[src/kgd_pkg.sv]
`timescale 1ns / 1ps
package kgd_pkg;

  // Item kinds carried on the input tuser
  typedef enum logic [1:0] {
    KIND_PRESS   = 2'd0,
    KIND_RELEASE = 2'd1,
    KIND_TICK    = 2'd2
  } kind_t;

  // Configuration register indexes
  typedef enum logic [1:0] {
    CFG_TAP_TIME   = 2'd0,
    CFG_MULTI_TIME = 2'd1,
    CFG_LONG_TIME  = 2'd2
  } cfg_idx_t;

  // Controller state: sweep the store after reset, then run
  typedef enum logic {
    ST_CLEAR = 1'b0,
    ST_RUN   = 1'b1
  } ctl_state_t;

  // Per-key flag bit positions
  localparam int FLAG_PRESS   = 0;
  localparam int FLAG_RELEASE = 1;
  localparam int FLAG_HOLD    = 2;
  localparam int FLAG_TAP     = 3;
  localparam int FLAG_MULTI   = 4;
  localparam int FLAG_LONG    = 5;
  localparam int FLAG_FIRED   = 6;
  localparam int FLAG_GAPRUN  = 7;

  localparam logic [15:0] TAP_TIME_RST   = 16'd200;
  localparam logic [15:0] MULTI_TIME_RST = 16'd300;
  localparam logic [15:0] LONG_TIME_RST  = 16'd750;

  localparam logic [15:0] SUM_MAX  = 16'hFFFF;
  localparam logic [7:0]  TAPS_MAX = 8'hFF;

  // Gesture thresholds in milliseconds
  typedef struct packed {
    logic [15:0] long_press_time;
    logic [15:0] multi_tap_time;
    logic [15:0] tap_time;
  } cfg_t;

  // Per-key status fields of fixed width (timers kept apart)
  typedef struct packed {
    logic [7:0]  run_taps;
    logic [15:0] repeat_sum;
    logic [7:0]  last_repeat;
    logic [7:0]  flags;
  } key_stat_t;

endpackage

[src/kgd_update.sv]
`timescale 1ns / 1ps
module kgd_update #(
  parameter int TIME_BITS = 16
) (
  input  logic [1:0]            kind,
  input  logic [7:0]            repeat_in,
  input  logic [9:0]            elapsed,
  input  kgd_pkg::cfg_t         cfg,
  input  kgd_pkg::key_stat_t    stat_i,
  input  logic [TIME_BITS-1:0]  hold_i,
  input  logic [TIME_BITS-1:0]  gap_i,
  output kgd_pkg::key_stat_t    stat_o,
  output logic [TIME_BITS-1:0]  hold_o,
  output logic [TIME_BITS-1:0]  gap_o
);

  localparam int CW = (TIME_BITS > 16) ? TIME_BITS : 16;
  localparam int SW = ((TIME_BITS > 10) ? TIME_BITS : 10) + 1;
  localparam logic [TIME_BITS-1:0] TMAX = '1;

  logic [7:0]           f;
  logic [7:0]           last;
  logic [7:0]           taps;
  logic [15:0]          sum;
  logic [16:0]          sum_ext;
  logic [TIME_BITS-1:0] h;
  logic [TIME_BITS-1:0] g;

  // Saturating timer add
  function automatic logic [TIME_BITS-1:0] time_add(input logic [TIME_BITS-1:0] t,
                                                    input logic [9:0] d);
    logic [SW-1:0] s;
    s = SW'(t) + SW'(d);
    if (s > SW'(TMAX)) begin
      time_add = TMAX;
    end else begin
      time_add = s[TIME_BITS-1:0];
    end
  endfunction

  // Apply one press, release or tick to the key entry
  always_comb begin
    f       = stat_i.flags;
    last    = stat_i.last_repeat;
    taps    = stat_i.run_taps;
    sum     = stat_i.repeat_sum;
    h       = hold_i;
    g       = gap_i;
    sum_ext = 17'(stat_i.repeat_sum) + 17'(repeat_in);
    case (kgd_pkg::kind_t'(kind))
      kgd_pkg::KIND_PRESS: begin
        if (!f[kgd_pkg::FLAG_HOLD]) f[kgd_pkg::FLAG_PRESS] = 1'b1;
        f[kgd_pkg::FLAG_RELEASE] = 1'b0;
        f[kgd_pkg::FLAG_HOLD]    = 1'b1;
        last = repeat_in;
        sum  = sum_ext[16] ? kgd_pkg::SUM_MAX : sum_ext[15:0];
        g    = '0;
      end
      kgd_pkg::KIND_RELEASE: begin
        f[kgd_pkg::FLAG_PRESS]   = 1'b0;
        f[kgd_pkg::FLAG_HOLD]    = 1'b0;
        f[kgd_pkg::FLAG_FIRED]   = 1'b0;
        f[kgd_pkg::FLAG_RELEASE] = 1'b1;
        f[kgd_pkg::FLAG_GAPRUN]  = 1'b1;
        last = '0;
        sum  = '0;
        if (CW'(hold_i) < CW'(cfg.tap_time)) f[kgd_pkg::FLAG_TAP] = 1'b1;
        h = '0;
      end
      kgd_pkg::KIND_TICK: begin
        last = '0;
        f[kgd_pkg::FLAG_TAP]   = 1'b0;
        f[kgd_pkg::FLAG_MULTI] = 1'b0;
        f[kgd_pkg::FLAG_LONG]  = 1'b0;
        // advance the gap window, close it once it runs past the limit
        if (f[kgd_pkg::FLAG_GAPRUN]) begin
          g = time_add(g, elapsed);
          if (CW'(g) > CW'(cfg.multi_tap_time)) begin
            g    = '0;
            f[kgd_pkg::FLAG_GAPRUN] = 1'b0;
            taps = '0;
          end
        end
        // new press inside the window counts as a multi-tap
        if (f[kgd_pkg::FLAG_PRESS] && f[kgd_pkg::FLAG_GAPRUN]) begin
          if (CW'(g) < CW'(cfg.multi_tap_time)) begin
            f[kgd_pkg::FLAG_MULTI] = 1'b1;
            if (taps != kgd_pkg::TAPS_MAX) taps = taps + 8'd1;
            g = '0;
          end
          f[kgd_pkg::FLAG_GAPRUN] = 1'b0;
        end
        // advance the hold timer, fire long-press once per hold
        if (f[kgd_pkg::FLAG_HOLD]) begin
          f[kgd_pkg::FLAG_PRESS] = 1'b0;
          h = time_add(h, elapsed);
          if ((CW'(h) > CW'(cfg.long_press_time)) && !f[kgd_pkg::FLAG_FIRED]) begin
            f[kgd_pkg::FLAG_FIRED] = 1'b1;
            f[kgd_pkg::FLAG_LONG]  = 1'b1;
            h = '0;
          end
        end
      end
      default: begin
        // unused kind: leave the entry as it is
      end
    endcase
    stat_o.flags       = f;
    stat_o.last_repeat = last;
    stat_o.repeat_sum  = sum;
    stat_o.run_taps    = taps;
    hold_o = h;
    gap_o  = g;
  end

endmodule

[config.mk]
export PLATFORM = sky130hd
export DESIGN_NAME = kgd_update
export DESIGN_NICKNAME = d
export VERILOG_FILES = /design/src/kgd_pkg.sv /design/src/kgd_update.sv
export SDC_FILE = /design/constraint.sdc
export NUM_CORES = 1
export LEC_CHECK = 0
export BUFFER_PORTS_ARGS = -buffer_cell sky130_fd_sc_hd__buf_2
export CAP_MARGIN = 20
export CELL_PAD_IN_SITES_DETAIL_PLACEMENT = 0
export CELL_PAD_IN_SITES_GLOBAL_PLACEMENT = 1
export CORE_ASPECT_RATIO = 0.5
export CORE_MARGIN = 5
export CORE_UTILIZATION = 35
export DETAILED_ROUTE_END_ITERATION = 12
export PLACE_DENSITY = 0.91
export SLEW_MARGIN = 20
export SYNTH_ARGS = -nofsm -noshare
export SYNTH_HDL_FRONTEND = slang
export SYNTH_SLANG_ARGS = --single-unit
[constraint.sdc]
create_clock -name vclk -period 6.71
set_clock_uncertainty 0.05 [all_clocks]
set_input_delay 0.3355 -clock vclk [all_inputs]
set_output_delay 0.3355 -clock vclk [all_outputs]
set_load 0.05 [all_outputs]
==> results.rst <==
.. list-table::
   :header-rows: 1

   * - Metric
     - Value
   * - Post-Syn Area
     - 0.00494 mm^2
   * - Area added between synthesis and finish
     - 25.1%
   * - Via count
     - 6240
   * - Critical path required time
     - 6.32 ns
   * - Result of the run
     - finished clean
   * - Post-Synth Adder-Cell Area
     - 25.3%
   * - Count of non-filler cells in the finished layout
     - 1111
   * - IO Pins
     - 212
   * - WL per Instance
     - 16.7 um
   * - Die Width
     - 178 um
   * - Antenna violations before repair
     - 0
   * - Worst Setup Slack, final
     - 0.373 ns
   * - Total Wirelength
     - 18600 um
   * - Proportion of layout cells with a drive suffix above 1
     - 28.1%
   * - Initial Util
     - 36.1%
   * - Quantity of I/O buffers inserted on ports
     - 212
   * - Number of hold buffers added after CTS
     - 0
   * - # Max-Cap Violations
     - 0
   * - Period Utilization, post-route
     - 94.4%
   * - Kind of end point of the critical path
     - output pin
   * - Post-synth cell types
     - 81
   * - TNS Setup
     - 0 ns
   * - First-pass GRT wire length
     - 28300 um
   * - Fraction of synthesized cell area in xor and xnor cells
     - 3.54%
   * - Number of global-route vias before repair
     - 5719
   * - Yosys warnings
     - 0
   * - Least-Margin Pin Slew
     - 0.739 ns
   * - Portion of netlist area occupied by mux cells
     - 0.835%
   * - Initial detailed-routing violation count
     - 355
   * - Max VDD drop
     - 36.0 uV
   * - Number of endpoints with negative hold slack in the final report
     - 0
   * - Total Power
     - 0.698 mW
   * - Clock buffers
     - 0
   * - Post-Syn Nets
     - 963
   * - Num sequential
     - 0
   * - Arrival time of data at the critical path endpoint
     - 5.95 ns
   * - Sequential-to-total area share from yosys stat
     - 0%
   * - Crit-path max FO
     - 12
   * - Number of fillers in the final layout
     - 1468
   * - # DRC
     - 0
   * - Type of the worst min-delay path
     - in2out
   * - Post-cts repair resize count
     - 0
   * - Vias per Instance
     - 5.62
   * - Weighted congestion at the end of routability-driven global placement
     - 0.943
   * - Pin count of the biggest net entering global routing
     - 37
   * - Number of setup violations in the final report
     - 0
   * - Leakage power of the design
     - 3.22 nW
   * - Final Critical Period
     - 6.34 ns
   * - Simple-gate portion of the synthesized area
     - 25.3%
   * - Power per cell area
     - 113 mW/mm^2
   * - Number of placed cells counting well taps
     - 1111
   * - Antenna Nets Post-Route
     - 0
   * - Half-perimeter wire length after placement
     - 15900 um
   * - Startpoint Class
     - input pin
   * - Number of rows created at floorplan
     - 30
   * - Final Max Tran Viols
     - 0
   * - Worst slew slack as a fraction of its limit
     - 50.7%
   * - Complex-gate fraction of the synthesized area
     - 36.6%
   * - Core Region
     - 0.0137 mm^2
   * - Dominant combinational cell family by area after synthesis
     - compound AO/OA/AOI/OAI gates
   * - Crit path max-delay cell type
     - sky130_fd_sc_hd__o311a_1
   * - Register area
     - 0 um^2
   * - Setup repair after global routing missed its margin
     - no
   * - Critical setup path kind
     - in2out
   * - Gr ovfl total
     - 0
   * - ANT cells
     - 0
   * - Count of buffers added by post-CTS timing repair for setup
     - 0
   * - Delay of the slowest cell on the worst path
     - 0.38 ns
   * - Final standard cell utilization of the core
     - 45.1%
   * - Die height
     - 94.0 um
   * - Global router's overall resource usage
     - 20.2%
   * - Final Net Count
     - 1159
   * - Syn avg cell area
     - 6.82 um^2
   * - Post-Syn Instances
     - 725
   * - Commonest non-fill, non-tap cells in the layout
     - 212 x sky130_fd_sc_hd__buf_2, 95 x sky130_fd_sc_hd__ha_1, 68 x sky130_fd_sc_hd__inv_1
   * - Worst slack after detailed placement
     - 0.456 ns
   * - Highest Clock Rate
     - 158 MHz
   * - Die Area
     - 0.0167 mm^2
   * - Commonest non-fill, non-tap cell in the layout
     - sky130_fd_sc_hd__buf_2
   * - Number of detailed-routing iterations run before antenna repair
     - 5
-- stage by stage --
stage	hold slack [ns]	area (um^2)
3_3_place_gp	1.01	6170
5_1_grt	1.03	6180
2_1_floorplan	0.902	4940
4_1_cts	1.02	6170
6_report	1.02	6180
3_5_place_dp	1.02	6170
-- report_power, final --
part / internal (mW) / switching [mW] / total [mW]
logic: 0.244 / 0.455 / 0.698
registers: 0 / 0 / 0
clock network: 0 / 0 / 0
-- routing by layer --
metal	GRT usage (%)	share of wire, %
met1	27.4	45
met4	3.60	1.8
met5	0	0
met3	1.85	5.9
met2	35.2	47
-- logic make-up after synthesis --
group / Yosys count
xor gates and xnor gates: 20
buffers and inverters: 98
AOI/OAI and AO/OA: 260
adders and majority gates: 98
and+or+nand+nor: 245
muxes: 4
-- final cells by class --
class	count	area, um^2	share of cell area, %
Tap cell	192	240	3.89
Multi-Input combinational cell	627	4540	73.4
Inverter	69	259	4.19
Timing Repair Buffer	223	1140	18.5
-- path summary, 6_finish.rpt --
path / startpoint / depth (start not counted) / slack [ns] / to
hold / removal: stat_i[34] / 3 / 1.02 / stat_o[34]
setup / recovery: gap_i[0] / 29 / 0.37 / stat_o[39]
-- synthesized netlist by cell type, types with 13 or more instances --
cell type	number	share of area, %
sky130_fd_sc_hd__nand2_1	58	4.4
sky130_fd_sc_hd__o21ai_0	40	4.1
sky130_fd_sc_hd__clkbuf_1	15	1.1
sky130_fd_sc_hd__a31oi_1	21	2.7
sky130_fd_sc_hd__nand4_1	19	2.4
sky130_fd_sc_hd__nor3_1	16	1.6
sky130_fd_sc_hd__nand3_1	23	2.3
sky130_fd_sc_hd__ha_1	95	24
sky130_fd_sc_hd__xor2_1	13	2.3
sky130_fd_sc_hd__inv_1	68	5.2
sky130_fd_sc_hd__nor2b_1	18	2.3
sky130_fd_sc_hd__a22o_1	32	5.7
sky130_fd_sc_hd__nor2_1	55	4.2
sky130_fd_sc_hd__a21oi_1	59	6.0
-- critical path, delay by kind of cell --
kind	cells	cell delay [ns]
AO/OA/AOI/OAI	11	2.25
adder cells (fa/ha/maj)	4	1.05
buffers and inverters	6	1.01
AND/OR/NAND/NOR	8	1.31
(Power assumes the default switching activity.)
